===== config.mk =====
export PLATFORM = sky130hd
export DESIGN_NAME = crc8_frame_receiver_unit
export DESIGN_NICKNAME = d
export VERILOG_FILES = /design/src/hdl/crc8fr_pkg.sv /design/src/hdl/crc8fr_parser.sv /design/src/hdl/crc8fr_out_reg.sv /design/src/hdl/crc8_frame_receiver_unit.sv
export SDC_FILE = /design/constraint.sdc
export NUM_CORES = 1
export LEC_CHECK = 0
export BUFFER_PORTS_ARGS = -buffer_cell sky130_fd_sc_hd__buf_2
export CAP_MARGIN = 20
export CORE_ASPECT_RATIO = 0.5
export CORE_MARGIN = 3
export CORE_UTILIZATION = 50
export DETAILED_ROUTE_END_ITERATION = 7
export HOLD_SLACK_MARGIN = 0.06
export PLACE_DENSITY_LB_ADDON = 0.12
export SLEW_MARGIN = 15
export SYNTH_ARGS = -nofsm -noshare
export SYNTH_HDL_FRONTEND = slang
export SYNTH_SLANG_ARGS = --single-unit
export TNS_END_PERCENT = 30

===== constraint.sdc =====
create_clock -name clock -period 10.05 [get_ports clock]
set_input_delay 2.01 -clock clock [delete_from_list [all_inputs] [get_ports clock]]
set_output_delay 2.01 -clock clock [all_outputs]
set_load 0.005 [all_outputs]

===== src/hdl/crc8fr_pkg.sv =====
`default_nettype none

package crc8fr_pkg;

   localparam logic [7:0] MAX_FRAME_BYTES = 8'd150;

   localparam logic [7:0] CRC_POLY   = 8'h8c;
   localparam logic [7:0] BYTE_CR    = 8'h0d;
   localparam logic [7:0] BYTE_LF    = 8'h0a;
   localparam logic [7:0] HDR_FIRST_RESET  = 8'h55;
   localparam logic [7:0] HDR_SECOND_RESET = 8'haa;

   localparam logic [1:0] CSR_HDR_FIRST  = 2'd0;
   localparam logic [1:0] CSR_HDR_SECOND = 2'd1;

   typedef enum logic [1:0] {
      ST_OK         = 2'd0,
      ST_HEADER_ERR = 2'd1,
      ST_CHECK_ERR  = 2'd2,
      ST_SHORT      = 2'd3
   } status_type;

   typedef struct packed {
      status_type   status;
      logic [15:0]  left_speed;
      logic [15:0]  right_speed;
      logic [31:0]  angle_bits;
      logic [7:0]   control_flag;
   } frame_result_type;

   // reflected crc-8, one byte
   function automatic logic [7:0] crc8_update(input logic [7:0] crc, input logic [7:0] b);
      logic [7:0] c;
      c = crc ^ b;
      for (int k = 0; k < 8; k++) begin
         if (c[0]) begin
            c = (c >> 1) ^ CRC_POLY;
         end else begin
            c = c >> 1;
         end
      end
      return c;
   endfunction

endpackage

`default_nettype wire


===== src/hdl/crc8fr_parser.sv =====
`default_nettype none

module crc8fr_parser
   import crc8fr_pkg::*;
(
   input  wire logic             clock,
   input  wire logic             reset,
   input  wire logic             step,
   input  wire logic [7:0]       rx_byte,
   input  wire logic [7:0]       hdr_first,
   input  wire logic [7:0]       hdr_second,
   output logic                  frame_end,
   output frame_result_type      result
);

   logic [7:0]  pos_ff, pos_in;
   logic [7:0]  crc_ff, crc_in;
   logic [7:0]  len_ff, len_in;
   logic        hdr_good_ff, hdr_good_in;
   logic        chk_seen_ff, chk_seen_in;
   logic        chk_match_ff, chk_match_in;
   logic        last_cr_ff, last_cr_in;
   logic [15:0] left_ff, left_in;
   logic [15:0] right_ff, right_in;
   logic [31:0] angle_ff, angle_in;
   logic [7:0]  flag_ff, flag_in;

   logic [7:0]  u_pos, u_crc, u_len, u_flag;
   logic        u_hdr_good, u_seen, u_match;
   logic [15:0] u_left, u_right;
   logic [31:0] u_angle;
   logic [8:0]  check_pos;
   logic [8:0]  flag_pos;

   assign frame_end = (rx_byte == BYTE_LF) && last_cr_ff;

   always_comb begin
      u_pos      = pos_ff;
      u_crc      = crc_ff;
      u_len      = len_ff;
      u_hdr_good = hdr_good_ff;
      u_seen     = chk_seen_ff;
      u_match    = chk_match_ff;
      u_left     = left_ff;
      u_right    = right_ff;
      u_angle    = angle_ff;
      u_flag     = flag_ff;
      check_pos  = 9'd3 + {1'b0, len_ff};
      flag_pos   = 9'd2 + {1'b0, len_ff};

      if (pos_ff < MAX_FRAME_BYTES) begin
         if ((pos_ff == 8'd0) && (rx_byte != hdr_first)) begin
            u_hdr_good = 1'b0;
         end
         if ((pos_ff == 8'd1) && (rx_byte != hdr_second)) begin
            u_hdr_good = 1'b0;
         end
         if (pos_ff == 8'd2) begin
            u_len = rx_byte;
         end
         check_pos = 9'd3 + {1'b0, u_len};
         flag_pos  = 9'd2 + {1'b0, u_len};

         if ({1'b0, pos_ff} < check_pos) begin
            u_crc = crc8_update(crc_ff, rx_byte);
         end else if ({1'b0, pos_ff} == check_pos) begin
            u_seen  = 1'b1;
            u_match = (rx_byte == crc_ff);
         end

         case (pos_ff)
            8'd3:    u_left[7:0]    = rx_byte;
            8'd4:    u_left[15:8]   = rx_byte;
            8'd5:    u_right[7:0]   = rx_byte;
            8'd6:    u_right[15:8]  = rx_byte;
            8'd7:    u_angle[7:0]   = rx_byte;
            8'd8:    u_angle[15:8]  = rx_byte;
            8'd9:    u_angle[23:16] = rx_byte;
            8'd10:   u_angle[31:24] = rx_byte;
            default: ;
         endcase

         if ((pos_ff >= 8'd3) && ({1'b0, pos_ff} == flag_pos)) begin
            u_flag = rx_byte;
         end

         u_pos = pos_ff + 8'd1;
      end
   end

   always_comb begin
      if (!u_hdr_good) begin
         result.status = ST_HEADER_ERR;
      end else if (!u_seen) begin
         result.status = ST_SHORT;
      end else if (!u_match) begin
         result.status = ST_CHECK_ERR;
      end else begin
         result.status = ST_OK;
      end
      if (result.status == ST_OK) begin
         result.left_speed   = u_left;
         result.right_speed  = u_right;
         result.angle_bits   = u_angle;
         result.control_flag = u_flag;
      end else begin
         result.left_speed   = '0;
         result.right_speed  = '0;
         result.angle_bits   = '0;
         result.control_flag = '0;
      end
   end

   always_comb begin
      pos_in       = pos_ff;
      crc_in       = crc_ff;
      len_in       = len_ff;
      hdr_good_in  = hdr_good_ff;
      chk_seen_in  = chk_seen_ff;
      chk_match_in = chk_match_ff;
      last_cr_in   = last_cr_ff;
      left_in      = left_ff;
      right_in     = right_ff;
      angle_in     = angle_ff;
      flag_in      = flag_ff;
      if (step && frame_end) begin
         pos_in       = '0;
         crc_in       = '0;
         len_in       = '0;
         hdr_good_in  = 1'b1;
         chk_seen_in  = 1'b0;
         chk_match_in = 1'b0;
         last_cr_in   = 1'b0;
         left_in      = '0;
         right_in     = '0;
         angle_in     = '0;
         flag_in      = '0;
      end else if (step) begin
         pos_in       = u_pos;
         crc_in       = u_crc;
         len_in       = u_len;
         hdr_good_in  = u_hdr_good;
         chk_seen_in  = u_seen;
         chk_match_in = u_match;
         last_cr_in   = (rx_byte == BYTE_CR);
         left_in      = u_left;
         right_in     = u_right;
         angle_in     = u_angle;
         flag_in      = u_flag;
      end
   end

   always_ff @(posedge clock) begin
      if (reset) begin
         pos_ff       <= '0;
         crc_ff       <= '0;
         len_ff       <= '0;
         hdr_good_ff  <= 1'b1;
         chk_seen_ff  <= 1'b0;
         chk_match_ff <= 1'b0;
         last_cr_ff   <= 1'b0;
         left_ff      <= '0;
         right_ff     <= '0;
         angle_ff     <= '0;
         flag_ff      <= '0;
      end else begin
         pos_ff       <= pos_in;
         crc_ff       <= crc_in;
         len_ff       <= len_in;
         hdr_good_ff  <= hdr_good_in;
         chk_seen_ff  <= chk_seen_in;
         chk_match_ff <= chk_match_in;
         last_cr_ff   <= last_cr_in;
         left_ff      <= left_in;
         right_ff     <= right_in;
         angle_ff     <= angle_in;
         flag_ff      <= flag_in;
      end
   end

endmodule

`default_nettype wire


===== src/hdl/crc8fr_out_reg.sv =====
`default_nettype none

module crc8fr_out_reg
   import crc8fr_pkg::*;
(
   input  wire logic              clock,
   input  wire logic              reset,
   input  wire logic              load,
   input  wire frame_result_type  result,
   input  wire logic              rsp_ready,
   output logic                   rsp_valid,
   output logic                   space,
   output frame_result_type       held
);

   logic             valid_ff, valid_in;
   frame_result_type data_ff, data_in;

   assign space     = !valid_ff || rsp_ready;
   assign rsp_valid = valid_ff;

   always_comb begin
      valid_in = valid_ff;
      data_in  = data_ff;
      if (load) begin
         valid_in = 1'b1;
         data_in  = result;
      end else if (rsp_ready) begin
         valid_in = 1'b0;
      end
   end

   always_ff @(posedge clock) begin
      if (reset) begin
         valid_ff <= 1'b0;
      end else begin
         valid_ff <= valid_in;
      end
   end

   always_ff @(posedge clock) begin
      data_ff <= data_in;
   end

   assign held = data_ff;

endmodule

`default_nettype wire


===== src/hdl/crc8_frame_receiver_unit.sv =====
// channel   direction  handshake            payload
// req       in         req_valid/req_ready  req_rx_byte
// rsp       out        rsp_valid/rsp_ready  rsp_frame_status, speeds, angle, flag
// csr       in         csr_valid/csr_ready  csr_index, csr_wdata
//
// one byte per cycle unless a frame-ending byte meets a result not yet taken;
// a byte passes the input register, its frame update is one pass of crc and field
// logic, and the LF of a CR LF pair loads the result register as it advances.
// reset is synchronous and returns the headers to 0x55 / 0xaa and clears the frame.
// a held result stalls only bytes that end a frame; csr writes always complete.
`default_nettype none

module crc8_frame_receiver_unit
   import crc8fr_pkg::*;
(
   input  wire logic               clock,
   input  wire logic               reset,
   input  wire logic               req_valid,
   output logic                    req_ready,
   input  wire logic [7:0]         req_rx_byte,
   output logic                    rsp_valid,
   input  wire logic               rsp_ready,
   output logic [1:0]              rsp_frame_status,
   output logic signed [15:0]      rsp_left_speed,
   output logic signed [15:0]      rsp_right_speed,
   output logic [31:0]             rsp_angle_bits,
   output logic [7:0]              rsp_control_flag,
   input  wire logic               csr_valid,
   output logic                    csr_ready,
   input  wire logic [1:0]         csr_index,
   input  wire logic [7:0]         csr_wdata
);

   logic [7:0]       hdr_first_ff, hdr_first_in;
   logic [7:0]       hdr_second_ff, hdr_second_in;
   logic             in_valid_ff, in_valid_in;
   logic [7:0]       in_byte_ff, in_byte_in;
   logic             advance;
   logic             frame_end;
   logic             out_space;
   logic             load;
   frame_result_type result;
   frame_result_type out_data;

   assign csr_ready = 1'b1;

   always_comb begin
      hdr_first_in  = hdr_first_ff;
      hdr_second_in = hdr_second_ff;
      if (csr_valid) begin
         case (csr_index)
            CSR_HDR_FIRST:  hdr_first_in  = csr_wdata;
            CSR_HDR_SECOND: hdr_second_in = csr_wdata;
            default: ;
         endcase
      end
   end

   always_ff @(posedge clock) begin
      if (reset) begin
         hdr_first_ff  <= HDR_FIRST_RESET;
         hdr_second_ff <= HDR_SECOND_RESET;
      end else begin
         hdr_first_ff  <= hdr_first_in;
         hdr_second_ff <= hdr_second_in;
      end
   end

   // a byte that does not end a frame never waits on the result side
   assign advance   = in_valid_ff && (out_space || !frame_end);
   assign req_ready = !in_valid_ff || advance;
   assign load      = advance && frame_end;

   always_comb begin
      in_valid_in = in_valid_ff;
      in_byte_in  = in_byte_ff;
      if (req_valid && req_ready) begin
         in_valid_in = 1'b1;
         in_byte_in  = req_rx_byte;
      end else if (advance) begin
         in_valid_in = 1'b0;
      end
   end

   always_ff @(posedge clock) begin
      if (reset) begin
         in_valid_ff <= 1'b0;
      end else begin
         in_valid_ff <= in_valid_in;
      end
   end

   always_ff @(posedge clock) begin
      in_byte_ff <= in_byte_in;
   end

   crc8fr_parser u_parser (
      .clock      (clock),
      .reset      (reset),
      .step       (advance),
      .rx_byte    (in_byte_ff),
      .hdr_first  (hdr_first_ff),
      .hdr_second (hdr_second_ff),
      .frame_end  (frame_end),
      .result     (result)
   );

   crc8fr_out_reg u_out (
      .clock     (clock),
      .reset     (reset),
      .load      (load),
      .result    (result),
      .rsp_ready (rsp_ready),
      .rsp_valid (rsp_valid),
      .space     (out_space),
      .held      (out_data)
   );

   assign rsp_frame_status = out_data.status;
   assign rsp_left_speed   = out_data.left_speed;
   assign rsp_right_speed  = out_data.right_speed;
   assign rsp_angle_bits   = out_data.angle_bits;
   assign rsp_control_flag = out_data.control_flag;

   a_err_fields_zero: assert property (@(posedge clock) disable iff (reset)
      (rsp_valid && (rsp_frame_status != ST_OK)) |->
      ((rsp_left_speed == 16'sd0) && (rsp_right_speed == 16'sd0) &&
       (rsp_angle_bits == 32'd0) && (rsp_control_flag == 8'd0)))
      else $error("error result carries nonzero fields");

   a_load_gives_rsp: assert property (@(posedge clock) disable iff (reset)
      load |=> rsp_valid)
      else $error("frame end did not raise rsp_valid");

   a_no_overwrite: assert property (@(posedge clock) disable iff (reset)
      !(load && rsp_valid && !rsp_ready))
      else $error("result register overwritten while held");

   a_plain_byte_flows: assert property (@(posedge clock) disable iff (reset)
      (in_valid_ff && !frame_end) |-> req_ready)
      else $error("non-final byte stalled the input");

endmodule

`default_nettype wire


==> results of run 1 <==
-- power breakdown --
| part | internal [W] | switching, W | leakage, nW |
|---|---|---|---|
| clock | 0.000382 | 0.000324 | 0.292 |
| combinational | 0.0000580 | 0.000104 | 1.86 |
| sequential | 0.000850 | 0.00000760 | 1.74 |
| total | 0.00129 | 0.000435 | 3.89 |
-- logic make-up after synthesis --
| kind of cell | count (synthesis) |
|---|---|
| AOI/OAI and AO/OA | 225 |
| adders and majority gates | 14 |
| other | 1 |
| muxes | 71 |
| DFF | 200 |
| buffers and inverters | 96 |
| xor gates and xnor gates | 59 |
| and+or+nand+nor | 340 |
-- worst max-delay path, stage by stage, from the launching register on --
cell and delay [ns]:
dfxtp_1 0.52, ha_1 0.28, nor3b_2 0.43, nand2_2 0.37
mux2i_1 0.55, inv_1 0.13, ha_1 0.29, a31oi_1 0.42
nor3_1 0.14, xor2_1 0.17, mux2i_1 0.10, ha_1 0.31
nand4_1 0.08, or3_1 0.31, a211oi_1 0.34, mux2i_1 0.18
nand2_2 0.48, buf_4 0.50, nor2_1 0.13
-- sequential cells by signal, summed over array words and instances (netlist names), 8 cells and up --
name and flops:
u_parser.left_ff 16, u_parser.len_ff 8, u_out.held 74, hdr_second_ff 8
u_parser.flag_ff 8, in_byte_ff 8, hdr_first_ff 8, u_parser.angle_ff 32
u_parser.pos_ff 8, u_parser.crc_ff 8, u_parser.right_ff 16
-- final cells by class --
| cell class | count | share of cell area (%) |
|---|---|---|
| sequential | 200 | 45.0 |
| multi-input combinational | 710 | 40.2 |
| timing repair buffer | 112 | 5.56 |
| clock buffer | 19 | 4.14 |
| tap | 252 | 2.94 |
| clock inverter | 13 | 1.52 |
| inverter | 18 | 0.631 |
-- synthesized netlist by cell type (3+ instances only) --
master and n:
xnor2_1 43, o21ai_1 7, nand3_1 35, edfxtp_1 82, and2_1 3, nor2b_1 6, ha_1 14, o21ai_0 62
buf_2 14, mux2i_1 68, xor2_1 15, a31oi_1 5, nand2_1 122, a211oi_1 5, o31ai_1 9, inv_1 18
and3_1 7, a211o_1 8, buf_1 6, nor2_1 109, a21oi_1 113, nand2b_1 3, nor3_1 15, dfxtp_1 118
clkbuf_1 55, nand4_1 18
-- worst max-delay path by stage --
stage	startpoint	end	slack [ns]
6_report	u_parser.pos_ff[1]	u_out.held[17]	4.00
5_1_grt	u_parser.pos_ff[1]	u_out.held[17]	3.45
4_1_cts	u_parser.pos_ff[1]	u_out.held[17]	4.06
3_5_place_dp	u_parser.pos_ff[1]	u_out.held[17]	4.18
3_3_place_gp	u_parser.pos_ff[1]	u_out.held[16]	4.52
2_1_floorplan	rsp_ready	u_parser.pos_ff[0]	3.84
-- metal layers --
layer	GRT usage (%)	wire length [um]	vias to the layer above
met2	33.6	10300	241
li1	-	-	3625
met1	32.6	11100	3531
met5	0	0	-
met4	5.01	210	0
met3	3.41	1420	20
-- stage by stage --
stage / util [%] / worst slack (ns) / hold WS (ns) / cells
2_1_floorplan: - / 3.84 / 0.414 / 1006
3_3_place_gp: 56.2 / 4.52 / 0.427 / 1292
3_5_place_dp: 56.2 / 4.18 / 0.455 / 1292
4_1_cts: 59.5 / 4.06 / 0.467 / 1324
5_1_grt: 59.5 / 3.45 / 0.488 / 1324
6_report: 59.5 / 4.00 / 0.461 / 1324
==> summary.md, run 1 <==
| Metric | Value |
|---|---|
| Synth Cell Area | 0.00951 mm2 |
| Top-level I/O count | 100 |
| Worst slew pin tran | 1.05 ns |
| #FFs+latches synth | 200 |
| WHS Path Cells | 2 |
| Largest family of logic cells by synthesized area | simple AND/OR/NAND/NOR gates |
| Min-Delay Path Class | flop to flop |
| Max cap viols | 0 |
| R2R Path Start | u_parser.pos_ff[1] |
| Row cnt | 34 |
| Post-CTS sizing | 0 |
| DRT iter0 DRCs | 644 |
| Async set-reset flop share out of synthesis | 0% |
| Post-Synth Adder-Cell Area | 1.84% |
| Post-DP Area | 0.0101 mm2 |
| Die outline width | 201 um |
| Critical hold path startpoint | u_parser.hdr_good_ff |
| Fmax achieved | 165 MHz |
| EDFF count, synth | 82 |
| RSZ-0062 raised after global routing | false |
| Share of layout cells above drive strength 1 | 15.6% |
| Mapped Nets | 1043 |
| WL final | 23000 um |
| CP Launch Type | flop |
| ANT cells | 0 |
| Top_reg_cell synth | dfxtp_1 |
| Final hold violation count | 0 |
| Crit. End Element | flop |
| Hold Path Sink | u_parser.hdr_good_ff |
| Synth top area cells | edfxtp_1 26%, dfxtp_1 25%, mux2i_1 7.2% |
| Post-DP HPWL | 14100 um |
| Num CTS Buffers | 17 |
| Xor and xnor area share after synthesis | 5.51% |
| Crit path DAT | 6.21 ns |
| Clock Sinks | 200 |
| Status | complete, no violations |
| Most frequent cells in the layout | 121 x nand2_1, 118 x dfxtp_1, 113 x a21oi_1 |
| Multi-input logic area | 0.00430 mm2 |
| Fin area | 0.0107 mm2 |
| Initial core utilization | 52.8% |
| Setup Buffers After CTS | 0 |
| First-pass GRT wire length | 37300 um |
| Worst Skew | 0.0154 ns |
| Most common cell after layout, fill and taps aside | nand2_1 |
| Sequential share of the synthesized area | 50.8% |
| Leakage | 3.89 nW |
| Final Critical Period | 6.05 ns |
| VDD IR max | 0.142 mV |
| Sum Neg Setup Slack | 0 ns |
| Setup violators final | 0 |
| Cell taking the most area after synthesis | edfxtp_1 |
| Fin nets | 1096 |
| Post-DR wirelength/cell | 17.4 um |
| Vias in the first global route | 7033 |
| Routability cong. | 0.916 |
| # port buffers | 98 |
| Pwr Density | 161 mW/mm2 |
| Antenna Nets Post-Route | 0 |
| Storage cell area | 0.00482 mm2 |
| Reg2reg setup slack | 4.00 ns |
| Reg2reg end | u_out.held[17] |
| H-tree depth | 4 |
| Clk_lat worst skew | 0.43 ns |
| DR vias | 7417 |
| YS warnings | 0 |
| Max-slew violations | 0 |
| Syn_area_per_cell | 9.45 um2 |
| Setup CP Type | flop to flop |
| Max Buffers Root-to-Sink | 2 |
| Final Total Pwr | 0.00173 W |
| Die area | 0.0208 mm2 |
| Area grow syn2layout | 12.7% |
| CTS Root Cell | clkbuf_16 |
| Simple-Gate Fraction of Synth Area | 16.3% |
| Detailed-route DRC error count | 0 |
| DIE HEIGHT | 104 um |
| Register-to-Register Path Depth | 18 |
| Critical path fanouts, max | 44 |
| Top-area cell type share of the netlist area | 25.9% |
| Multiplexer share of the synthesized area | 7.52% |
| Total grt overflow | 0 |
| CTS tree | done |
| Total GRT Usage | 21.9% |
| Relative slew slack | 29.9% |
| Period utilisation layout | 60.2% |
| Synthesized instance count | 1006 |
| Netlist cell types | 63 |
| WP data required | 10.20 ns |
| FILL cells | 1555 |
| CTS clk-pin slew, worst paths | 0.07 ns |
| Largest net degree at the start of global routing | 92 |
| Post-CTS Hold Buffers | 0 |
| Compound-Gate Fraction of Synth Area | 13.9% |
| Initial DRT Pass Iterations | 5 |
| Total core area | 0.0180 mm2 |
| Antenna violations before repair | 1 |
| Via density | 5.60 |
No activity file was read; power rests on OpenSTA's default activity.
==> run 2, diff against run 1 <==
- ABC_AREA: not set -> 1
- clock period: 10.05 -> 5.8 ns (I/O delays scaled with it)
==> run 2 against run 1 <==
Net effect:
- non-clock buffer count fell by 7
- utilization fell by 1.4 points
- combinational power rose by 110%
- count of clock-buffer cells in the layout did not move
- clock skew fell by 0.0024 ns
- critical path type unchanged
- largest power group unchanged
==> summary.md, run 2 <==
| Metric | Value |
|---|---|
| Status | complete, no violations |
| Max Buffers Root-to-Sink | 2 |
| Combinational power share | 11.4% |
| RSZ-0062 raised after global routing | false |
| Synth Cell Area | 0.00912 mm2 |
| Most common cell after layout, fill and taps aside | nand2_1 |
| Sequential share of the synthesized area | 52.9% |
| Setup CP Type | flop to flop |
| Most frequent cells in the layout | 177 x nand2_1, 153 x o21ai_0, 136 x nor2_1 |
| Max reg flops | 74 |
| Most repeated library cell on the critical path | nand2_1 |
| Fin nets | 1162 |
| DIE HEIGHT | 102 um |
| Post-DP HPWL | 14800 um |
| #FFs+latches synth | 200 |
| Reg2reg setup slack | 1.28 ns |
| Relative slew slack | 27.4% |
| Register-to-Register Path Depth | 19 |
| Sw frac | 27.8% |
| WHS Path Cells | 2 |
| Sequential Power Share | 50.6% |
| First-pass GRT wire length | 34900 um |
| # port buffers | 98 |
| Top-level I/O count | 100 |
| Crit. End Element | flop |
| Share of layout cells above drive strength 1 | 15.6% |
| CTS tree | done |
| DR vias | 7281 |
| Num CTS Buffers | 17 |
| Row cnt | 34 |
| Leakage | 3.63 nW |
| Worst Skew | 0.0130 ns |
| Buf+Inv Stages, Crit Path | 1 |
| Post-CTS sizing | 0 |
| Most frequent cell after synthesis | nand2_1 |
| Top_reg_cell synth | dfxtp_1 |
| Net Sw Power | 0.000849 W |
| Mapped Nets | 1100 |
| Pwr Density | 298 mW/mm2 |
| Non-Filler Instances | 1372 |
| Clock Sinks | 200 |
| Area grow syn2layout | 12.2% |
| Vias in the first global route | 6766 |
| VDD IR max | 0.226 mV |
| Netlist cell types | 41 |
| Worst slew pin tran | 1.09 ns |
| ANT cells | 0 |
| CP Cell Sequence | nor2_2, nand2_2, nor2_4, nand2_1, nand2_4, ha_1, inv_1, o21ai_0, nand2_1, nor2_1, nand3_1, xor2_1, ha_1, nand3_1, nor3_1, nand2_1, o21ai_2, nand3_4, nor2_1 |
| Part of the power in the clock network | 38.0% |
| Critical path depth | 19 |
| Synth top area cells | edfxtp_1 27%, dfxtp_1 26%, o21ai_0 8.4% |
| Syn_area_per_cell | 8.58 um2 |
| Via density | 5.31 |
| Largest net degree at the start of global routing | 129 |
| EDFF count, synth | 82 |
| Critical path fanouts, max | 72 |
| CP Launch Type | flop |
| Synthesized instance count | 1063 |
| Clk_lat worst skew | 0.44 ns |
| Sum Neg Setup Slack | 0 ns |
| Antenna Nets Post-Route | 0 |
| Die outline width | 197 um |
| Post-synth top cells | 177 x nand2_1, 153 x o21ai_0, 136 x nor2_1, 118 x dfxtp_1, 83 x a21oi_1 |
| Total grt overflow | 0 |
| Async set-reset flop share out of synthesis | 0% |
| Routability cong. | 0.983 |
| Post-CTS Hold Buffers | 0 |
| Crit-path max cell delay | 0.60 ns |
| Initial core utilization | 51.8% |
| Die area | 0.0200 mm2 |
| CP max stage cell | nand3_4 |
| DRT iter0 DRCs | 578 |
| Final Critical Period | 4.52 ns |
| Setup Buffers After CTS | 0 |
| CTS Root Cell | clkbuf_16 |
| Min-Delay Path Class | flop to flop |
| Final hold violation count | 0 |
| Cell taking the most area after synthesis | edfxtp_1 |
| Total GRT Usage | 22.3% |
| Final Hold Slack | 0.466 ns |
| WL final | 21900 um |
| YS warnings | 0 |
| Detailed-route DRC error count | 0 |
| WP data required | 6.06 ns |
| Post-DR wirelength/cell | 16.0 um |
| Max cap viols | 0 |
| Internal power | 0.00221 W |
| Antenna violations before repair | 0 |
| Fmax achieved | 221 MHz |
| Initial DRT Pass Iterations | 5 |
| H-tree depth | 4 |
| Crit path DAT | 4.78 ns |
| FILL cells | 1592 |
| Inst Count DP | 1340 |
| CTS clk-pin slew, worst paths | 0.08 ns |
| Setup violators final | 0 |
| Total core area | 0.0176 mm2 |
| CP top delay family | simple AND/OR/NAND/NOR gates |
| Max-slew violations | 0 |
| Period utilisation layout | 78.0% |
| Top-area cell type share of the netlist area | 27.0% |
[run 2: worst paths after layout]
check                                            to                 from
worst max register to register       u_out.held[12]   u_parser.pos_ff[5]
worst min-delay path            u_parser.last_cr_ff  u_parser.last_cr_ff
worst min register to register  u_parser.last_cr_ff  u_parser.last_cr_ff
worst max-delay path                 u_out.held[12]   u_parser.pos_ff[5]
[run 2: worst reg2reg max path: stages, from the launching register on]
cell     delay (ns)
dfxtp_1        0.38
nor2_2         0.17
nand2_2        0.24
nor2_4         0.36
nand2_1        0.17
nand2_4        0.13
ha_1           0.17
inv_1          0.06
o21ai_0        0.13
nand2_1        0.10
nor2_1         0.16
nand3_1        0.11
xor2_1         0.16
ha_1           0.31
nand3_1        0.08
nor3_1         0.39
nand2_1        0.16
o21ai_2        0.11
nand3_4        0.60
nor2_1         0.35
[run 2: final cells by class]
class | count | area (um2) | area share (%)
Multi-Input combinational cell | 738 | 3770 | 36.8
Timing Repair Buffer | 105 | 543 | 5.30
Clock inverter | 13 | 134 | 1.31
Sequential cell | 200 | 4820 | 47.1
Inverter | 63 | 240 | 2.35
Tap cell | 234 | 293 | 2.86
Clock buffer | 19 | 433 | 4.23
[run 2: stage by stage]
step,utilization [%],setup WS [ns],total power (W),cell area [um2]
2_1_floorplan,-,2.36,0.00184,9120
3_3_place_gp,54.8,1.48,0.00192,9640
3_5_place_dp,54.8,1.32,0.00192,9650
4_1_cts,58.0,1.31,0.00307,10200
5_1_grt,58.1,0.874,0.00318,10200
6_report,58.1,1.28,0.00306,10200
[run 2: cell families after synthesis]
family          count (synthesis)  synth area share [%]
xor+xnor                       38                  3.65
buf+inv                       125                  6.28
flops                         200                  52.9
fa+ha+maj                      14                  1.92
compound gates                259                  14.5
other cells                     1                0.0411
simple gates                  426                  20.7
[run 2: per-layer routing]
layer | share of wire [%] | track usage (%) | up-vias
met2 | 45 | 35.1 | 200
li1 | - | - | 3704
met1 | 48 | 32.2 | 3360
met5 | 0 | 0 | -
met4 | 0.71 | 4.70 | 0
met3 | 6.2 | 4.52 | 17
[run 2: power groups by stage]
stage	combinational [W]	sequential [W]	clock (W)
after CTS	0.000348	0.00155	0.00118
final	0.000348	0.00155	0.00116
after detailed placement	0.000346	0.00158	0
after global routing	0.000393	0.00155	0.00124
after floorplan	0.000279	0.00156	0
after global placement	0.000342	0.00158	0
